$ cat src/rkf_pkg.sv
// Package for the RK4 FitzHugh-Nagumo cell unit: Q4.28 types, register codes,
// reset values and the saturating fixed-point helpers.
// No dependencies; imported by all modules but rkf_checker.
`default_nettype none

package rkf_pkg;

  localparam int unsigned DataW   = 32;
  localparam int unsigned FracW   = 28;
  localparam int unsigned CfgIdxW = 3;
  localparam int unsigned WideW   = 40;
  localparam int unsigned AccW    = 35;
  localparam int unsigned SixthW  = 27;

  typedef logic signed [DataW-1:0]   q_t;
  typedef logic signed [2*DataW-1:0] prod_t;
  typedef logic signed [AccW-1:0]    acc_t;
  typedef logic signed [WideW-1:0]   wide_t;

  localparam logic [CfgIdxW-1:0] RegStepSize     = 3'd0;
  localparam logic [CfgIdxW-1:0] RegThresholdA   = 3'd1;
  localparam logic [CfgIdxW-1:0] RegStimCurrent  = 3'd2;
  localparam logic [CfgIdxW-1:0] RegRecoveryRate = 3'd3;
  localparam logic [CfgIdxW-1:0] RegRecoveryGain = 3'd4;

  localparam q_t StepSizeRst     = 32'sd13421773;
  localparam q_t ThresholdARst   = 32'sd26843546;
  localparam q_t StimCurrentRst  = 32'sd0;
  localparam q_t RecoveryRateRst = 32'sd1342177;
  localparam q_t RecoveryGainRst = 32'sd536870912;

  localparam q_t QOne = 32'sd268435456;
  localparam q_t QMax = 32'sh7fffffff;
  localparam q_t QMin = 32'sh80000000;
  localparam logic signed [SixthW-1:0] QSixth = 27'sd44739243;

  typedef struct packed {
    q_t step_size;
    q_t threshold_a;
    q_t stim_current;
    q_t recovery_rate;
    q_t recovery_gain;
  } cfg_t;

  typedef struct packed {
    logic clip;
    q_t   val;
  } sq_t;

  typedef struct packed {
    q_t   v0;
    q_t   w0;
    acc_t acc_v;
    acc_t acc_w;
    logic last;
    logic clip;
  } ctx_t;

  function automatic sq_t sat_q(input wide_t x);
    sq_t r;
    logic [WideW-DataW:0] hi;
    hi = x[WideW-1:DataW-1];
    r.clip = !((&hi) || (~|hi));
    r.val = r.clip ? (x[WideW-1] ? QMin : QMax) : x[DataW-1:0];
    return r;
  endfunction

  function automatic sq_t add_q(input q_t a, input q_t b);
    return sat_q(WideW'(a) + WideW'(b));
  endfunction

  function automatic sq_t sub_q(input q_t a, input q_t b);
    return sat_q(WideW'(a) - WideW'(b));
  endfunction

  // Round half up at the Q4.28 point, then saturate.
  function automatic sq_t mul_round(input prod_t p);
    prod_t t;
    logic signed [2*DataW-FracW-1:0] r;
    t = p + (prod_t'(1) <<< (FracW - 1));
    r = t[2*DataW-1:FracW];
    return sat_q(WideW'(r));
  endfunction

  // Product with one half, rounded half up: floor((k + 1) / 2).
  function automatic q_t half_q(input q_t k);
    logic signed [DataW:0] t;
    t = {k[DataW-1], k} + (DataW+1)'(1);
    return t[DataW:1];
  endfunction

endpackage

`default_nettype wire

$ cat src/rkf_final.sv
// Three-stage tail of the RK4 step: adds k4 to the weighted slope sum,
// scales by one sixth and adds the start state with saturation. Depends on rkf_pkg.
`default_nettype none

module rkf_final (
  input  logic          clk_i,
  input  logic          rst_ni,
  input  logic          en_i,
  input  logic          valid_i,
  input  rkf_pkg::q_t   kv_i,
  input  rkf_pkg::q_t   kw_i,
  input  rkf_pkg::ctx_t ctx_i,
  output logic          valid_o,
  output rkf_pkg::q_t   next_v_o,
  output rkf_pkg::q_t   next_w_o,
  output logic          last_o,
  output logic          clip_o
);
  import rkf_pkg::*;

  localparam int unsigned PW = AccW + SixthW;

  typedef logic signed [PW-1:0]       sprod_t;
  typedef logic signed [PW-FracW-1:0] sround_t;

  logic [2:0] vld_q;
  q_t     v0_1_q, w0_1_q, v0_2_q, w0_2_q;
  acc_t   sv1_q, sw1_q;
  sprod_t pv2_q, pw2_q;
  logic   last1_q, last2_q, clip1_q, clip2_q;
  q_t     nv3_q, nw3_q;
  logic   last3_q, clip3_q;

  sprod_t  tv, tw;
  sround_t rv, rw;
  sq_t     nv, nw;

  always_comb begin
    tv = pv2_q + (sprod_t'(1) <<< (FracW - 1));
    tw = pw2_q + (sprod_t'(1) <<< (FracW - 1));
    rv = tv[PW-1:FracW];
    rw = tw[PW-1:FracW];
    nv = sat_q(WideW'(v0_2_q) + WideW'(rv));
    nw = sat_q(WideW'(w0_2_q) + WideW'(rw));
  end

  always_ff @(posedge clk_i or negedge rst_ni) begin
    if (!rst_ni) begin
      vld_q <= '0;
    end else if (en_i) begin
      vld_q <= {vld_q[1:0], valid_i};
    end
  end

  always_ff @(posedge clk_i) begin
    if (en_i) begin
      sv1_q   <= ctx_i.acc_v + acc_t'(kv_i);
      sw1_q   <= ctx_i.acc_w + acc_t'(kw_i);
      v0_1_q  <= ctx_i.v0;
      w0_1_q  <= ctx_i.w0;
      last1_q <= ctx_i.last;
      clip1_q <= ctx_i.clip;

      pv2_q   <= sprod_t'(sv1_q) * sprod_t'(QSixth);
      pw2_q   <= sprod_t'(sw1_q) * sprod_t'(QSixth);
      v0_2_q  <= v0_1_q;
      w0_2_q  <= w0_1_q;
      last2_q <= last1_q;
      clip2_q <= clip1_q;

      nv3_q   <= nv.val;
      nw3_q   <= nw.val;
      last3_q <= last2_q;
      clip3_q <= clip2_q | nv.clip | nw.clip;
    end
  end

  assign valid_o  = vld_q[2];
  assign next_v_o = nv3_q;
  assign next_w_o = nw3_q;
  assign last_o   = last3_q;
  assign clip_o   = clip3_q;

endmodule

`default_nettype wire

$ cat config.mk
export PLATFORM = sky130hd
export DESIGN_NAME = rkf_final
export DESIGN_NICKNAME = d
export VERILOG_FILES = /design/src/rkf_pkg.sv /design/src/rkf_final.sv
export SDC_FILE = /design/constraint.sdc
export NUM_CORES = 2
export LEC_CHECK = 0
export BUFFER_PORTS_ARGS = -buffer_cell sky130_fd_sc_hd__buf_4
export CAP_MARGIN = 20
export CORE_MARGIN = 2
export CORE_UTILIZATION = 45
export DETAILED_ROUTE_END_ITERATION = 10
export HOLD_SLACK_MARGIN = 0.05
export SLEW_MARGIN = 20
export SYNTH_ARGS = -nofsm -noshare
export SYNTH_HDL_FRONTEND = slang
export SYNTH_SLANG_ARGS = --single-unit
$ cat constraint.sdc
create_clock -name clk_i -period 8.24 [get_ports clk_i]
set_input_delay 1.236 -clock clk_i [delete_from_list [all_inputs] [get_ports clk_i]]
set_output_delay 1.236 -clock clk_i [all_outputs]
set_load 0.02 [all_outputs]
# Word-level counts from Yosys, hierarchy flattened

Index checks and enable logic that the tools add are counted.
W data, S select, Z words.

Register bits: 395
Logic and storage cells: 41
Output and inout port bits: 67
Bits of input ports: 204

Multiplexer cells: 4
$add $sub $neg: 6
Reduce and logical (&&, ||, !) cells: 10
Multiply operators: 2
Bitwise operators: 2

Operator list:

| cell                     | number |
|---|---|
| $mux W32                 | 4 |
| $add A62 B29 Y62 const B | 2 |
| $mul A35 B27 Y62 const B | 2 |
| $add A32 B34 Y35         | 2 |
| $add A35 B32 Y35         | 2 |
| $reduce_and A9 Y1        | 2 |
| $reduce_or A9 Y1         | 2 |
| $logic_not A1 Y1         | 4 |
| $logic_or A1 B1 Y1       | 2 |
| $or A1 B1 Y1             | 2 |

# Logic depth before layout (Yosys ltp)

Word-level depth: 8
Mapped depth: 25
Mapped depth without buffers: 24

# Worst setup path after synthesis

OpenSTA, ideal clock, no wires.

Path type: flip-flop to flip-flop
Start point: register sv1_q[34]
End point: register pv2_q[58] (data pin)
Arrival: 6.711 ns
Setup slack: 1.269 ns
Path buffers: 2
Stages on the path, launching flop included: 23
Cell sequence: edfxtp_1 -> clkbuf_1 -> inv_1 -> fa_1 -> fa_1 -> inv_1 -> fa_1 -> fa_1 -> fa_1 -> inv_1 -> fa_1 -> inv_1 -> ha_1 -> clkbuf_1 -> a21o_1 -> a21o_1 -> a21o_1 -> a211oi_1 -> o21ai_2 -> a211o_1 -> a31o_2 -> a21oi_2 -> xnor2_1

Cells in the longest elaborated chain, start to end: 1

Ends and longest elaborated chain:

| what                     | RTL line        | RTL |
|---|---|---|
| start: declaration       | rkf_final.sv:28 | `acc_t sv1_q, sw1_q;` |
| start signal: assignment | rkf_final.sv:57 | `sv1_q <= ctx_i.acc_v + acc_t'(kv_i);` |
| $mul A35 B27 Y62         | rkf_final.sv:64 | `pv2_q <= sprod_t'(sv1_q) * sprod_t'(QSixth);` |
| end signal: assignment   | rkf_final.sv:64 |  |
| end: declaration         | rkf_final.sv:29 | `sprod_t pv2_q, pw2_q;` |

Every way passes these cells.
A chain may end at the register's enable or synchronous reset.

# Worst setup path in the final report

Start point: register sw1_q[8]
End point: register pw2_q[49] (data pin)

Cells in the longest elaborated chain, start to end: 1

Ends and longest elaborated chain:

| what                     | RTL line        | RTL |
|---|---|---|
| start: declaration       | rkf_final.sv:28 |  |
| start signal: assignment | rkf_final.sv:58 | `sw1_q <= ctx_i.acc_w + acc_t'(kw_i);` |
| $mul A35 B27 Y62         | rkf_final.sv:65 | `pw2_q <= sprod_t'(sw1_q) * sprod_t'(QSixth);` |
| end signal: assignment   | rkf_final.sv:65 |  |
| end: declaration         | rkf_final.sv:29 |  |

Every way passes these cells.

==> impl_metrics.toml <==
[outcome]
status = "finished, final reports clean"

[place]
dpl_worst_slack_ns = 0.847
gp_congestion = 0.962
place.port_buffers = 270
hpwl_um = 118000

[cts]
h-tree-depth = 2
cts_made_buffers = 45
clk_pin_slew_ns = 0.05
cts_hold_buf = 0
postCtsSetupBuffers = 0
clk_latency_ns = 0.63
cts_sinks = 341
cts_root_buf = "clkbuf_16"
cts_tree = "done"
cts_resized = 0
cts_buffer_depth = 3

[setup_path]
worstSetupStartpoint = "sw1_q[8]"
r2r_setup_slack_ns = 0.75
path_common_cell = "fa_1"
arrival_ns = 7.81
crit_path_end_kind = "flop"
crit_type = "flop to flop"
cp.depth = 21
crit_family = "adder cells"
cpMaxStageDelayCell = "edfxtp_1"
reg2reg_depth = 21
path_buf_inv = 2
endpoint = "pw2_q[49]"
r2r_end = "pw2_q[49]"
startpoint_type = "flop"
path_max_fanout = 10
slowest_delay_ns = 0.60
cp.required_ns = 8.57
worstReg2RegStart = "sw1_q[8]"
path_cells = "ha_1 > xor2_1 > ha_1 > fa_1 > fa_1 > fa_1 > fa_1 > inv_1 > fa_1 > inv_1 > ha_1 > nand2_1 > nor4_1 > o211ai_1 > nand3_1 > o21ai_0 > o21ai_0 > a21oi_1 > o41ai_1 > a221oi_1 > xnor2_1"

[routing]
drcViolationCount = 0
top_layer = "met5"
met3_length_um = 8010
wl_met1_um = 64400
routed_wl_um = 136000
via_per_inst = 5.09
vias = 34924
post_drt_wl_per_cell_um = 19.8
ant_nets = 0
first_iter_violations = 1945
met2_length_um = 59100
drt-pass1-iter-count = 5

[logic_synthesis]
synth-seq-cells = 341
synthesis.area_mm2 = 0.0524
synth_top_cell_by_area = "fa_1"
synthTopCellsByArea = "fa_1 (29%), ha_1 (20%), edfxtp_1 (19%)"
syn_area_per_cell_um2 = 10.5
synthDistinctLibCells = 87
synth_edf_count = 338
yosys_most_used_dff = "edfxtp_1"
ys_warn_count = 0
syn-instance-count = 5011
synth_common_cells = "inv_1 (1289), ha_1 (845), fa_1 (771)"
synthesis.nets = 6831
synth.top_cell.area_share_pct = 29.4
ys_seq_area_share_pct = 19.5
synth_most_common_cell = "inv_1"
synth-async-reset-ratio_pct = 0.880

[die]
ios = 271
num_rows = 125
die_height_um = 345
core_area_mm2 = 0.116
fp.dieW_um = 345
initial_core_util_pct = 45.2
dieArea_mm2 = 0.119

[sta]
fin_setup_tns_ns = 0
slew_violations = 0
worst_slack_ns = 0.755
finalSetupViolations = 0
finalCritPeriodShare_pct = 90.8
worst_slew_pin_slew_ns = 1.06
rsz0062_at_grt = "no"
fin_crit_ns = 7.49
fmax_ghz = 0.134
slew_headroom_pct = 29.2
hold_viol_final = 0
worst_clock_skew_ns = 0.0456

[cells_and_area]
syn2layout_area_growth_pct = 10.3
final_util_pct = 49.9
layout-drive-gt1-share_pct = 7.47
fin_nets = 7124
fill_cells = 10722

[run]
maxCapViolations = 0

[global_route]
grt_pass1_wl_um = 212000
track_usage_pct = 23.1
grt_overflow = 0
grt_pass1_vias = 37069
antenna_found_initial = 4
grt_start_max_net_pins = 142

[worst_hold_path]
hold_class = "primary input to async pin"
layout by cell type (no fill, tap or decap), types with 6 or more instances in the layout:
cell	instances
or3_1	6
nand2_1	145
inv_1	1289
a21oi_1	235
buf_4	282
nor4_1	10
o21ai_0	149
clkinv_1	7
nor2_1	119
xnor2_1	159
and2_1	29
o22ai_1	7
nand3_1	67
xor2_1	191
a31oi_1	19
nand2b_1	44
nor3_1	38
o21bai_1	26
clkbuf_16	45
o21a_1	36
edfxtp_1	338
fa_1	771
and3_1	39
o211ai_1	18
a221oi_1	6
nor2b_1	27
a21o_1	149
clkinv_2	6
a211oi_1	24
nand4_1	36
and4_1	9
a211o_1	10
a31o_2	7
ha_1	845
o31ai_1	6
or2_2	11
flip-flops by register name (all words and copies together), names as in the netlist:
name and flops:
sv1_q 35, v0_2_q 32, clip_o 1, clip1_q 1
clip2_q 1, w0_1_q 32, vld_q 3, next_v_o 32
pv2_q 35, v0_1_q 32, w0_2_q 32, pw2_q 35
last2_q 1, sw1_q 35, last1_q 1, next_w_o 32
last_o 1
cell type report:
| type | instances | area [um^2] | share of cell area [%] |
|---|---|---|---|
| Clock inverter | 31 | 369 | 0.639 |
| Clock buffer | 50 | 1140 | 1.98 |
| Antenna cell | 2 | 5.00 | 0.00866 |
| Multi-Input combinational cell | 3343 | 37200 | 64.3 |
| Sequential cell | 341 | 10200 | 17.7 |
| Tap cell | 1524 | 1910 | 3.30 |
| Inverter | 1289 | 4840 | 8.37 |
| Timing Repair Buffer | 284 | 2150 | 3.72 |
worst register-to-register path: cells and delay by family (launching register included):
kind | cells | cell delay, ns
AOI/OAI and AO/OA | 6 | 1.82
xor gates and xnor gates | 2 | 0.45
adders and majority gates | 8 | 3.55
buffers and inverters | 2 | 0.10
DFF | 1 | 0.60
and+or+nand+nor | 3 | 0.68
stage by stage:
step | hold WS [ns] | std cells | instance area, um^2
after global routing | 0.361 | 6862 | 57800
after CTS | 0.342 | 6862 | 57800
after global placement | 0.401 | 6781 | 56300
after floorplan | 0.400 | 5011 | 52400
final | 0.398 | 6864 | 57800
after detailed placement | 0.405 | 6781 | 56300
worst min path at each step:
stage	start	end
after floorplan	clip1_q	clip2_q
after global placement	w0_1_q[27]	w0_2_q[27]
after detailed placement	w0_1_q[1]	w0_2_q[1]
after CTS	rst_ni	vld_q[2]
after global routing	rst_ni	vld_q[2]
final	rst_ni	vld_q[0]
routing by layer:
layer | vias up | GRT usage (%)
li1 | 16859 | -
met1 | 17042 | 33.1
met2 | 839 | 35.7
met3 | 178 | 4.30
met4 | 6 | 6.63
met5 | - | 0
logic make-up after synthesis:
family,Yosys count,synth area share (%)
AO/OA/AOI/OAI,767,9.46
AND/OR/NAND/NOR,602,5.81
buffers and inverters,1327,9.59
multiplexers,8,0.160
flip-flops,341,19.5
adder cells (fa/ha/maj),1616,49.6
XOR/XNOR,350,5.85
Power is left out: the tool's default activity adds up to more than one toggle a clock period on the data nets, which glitch-free logic cannot reach.
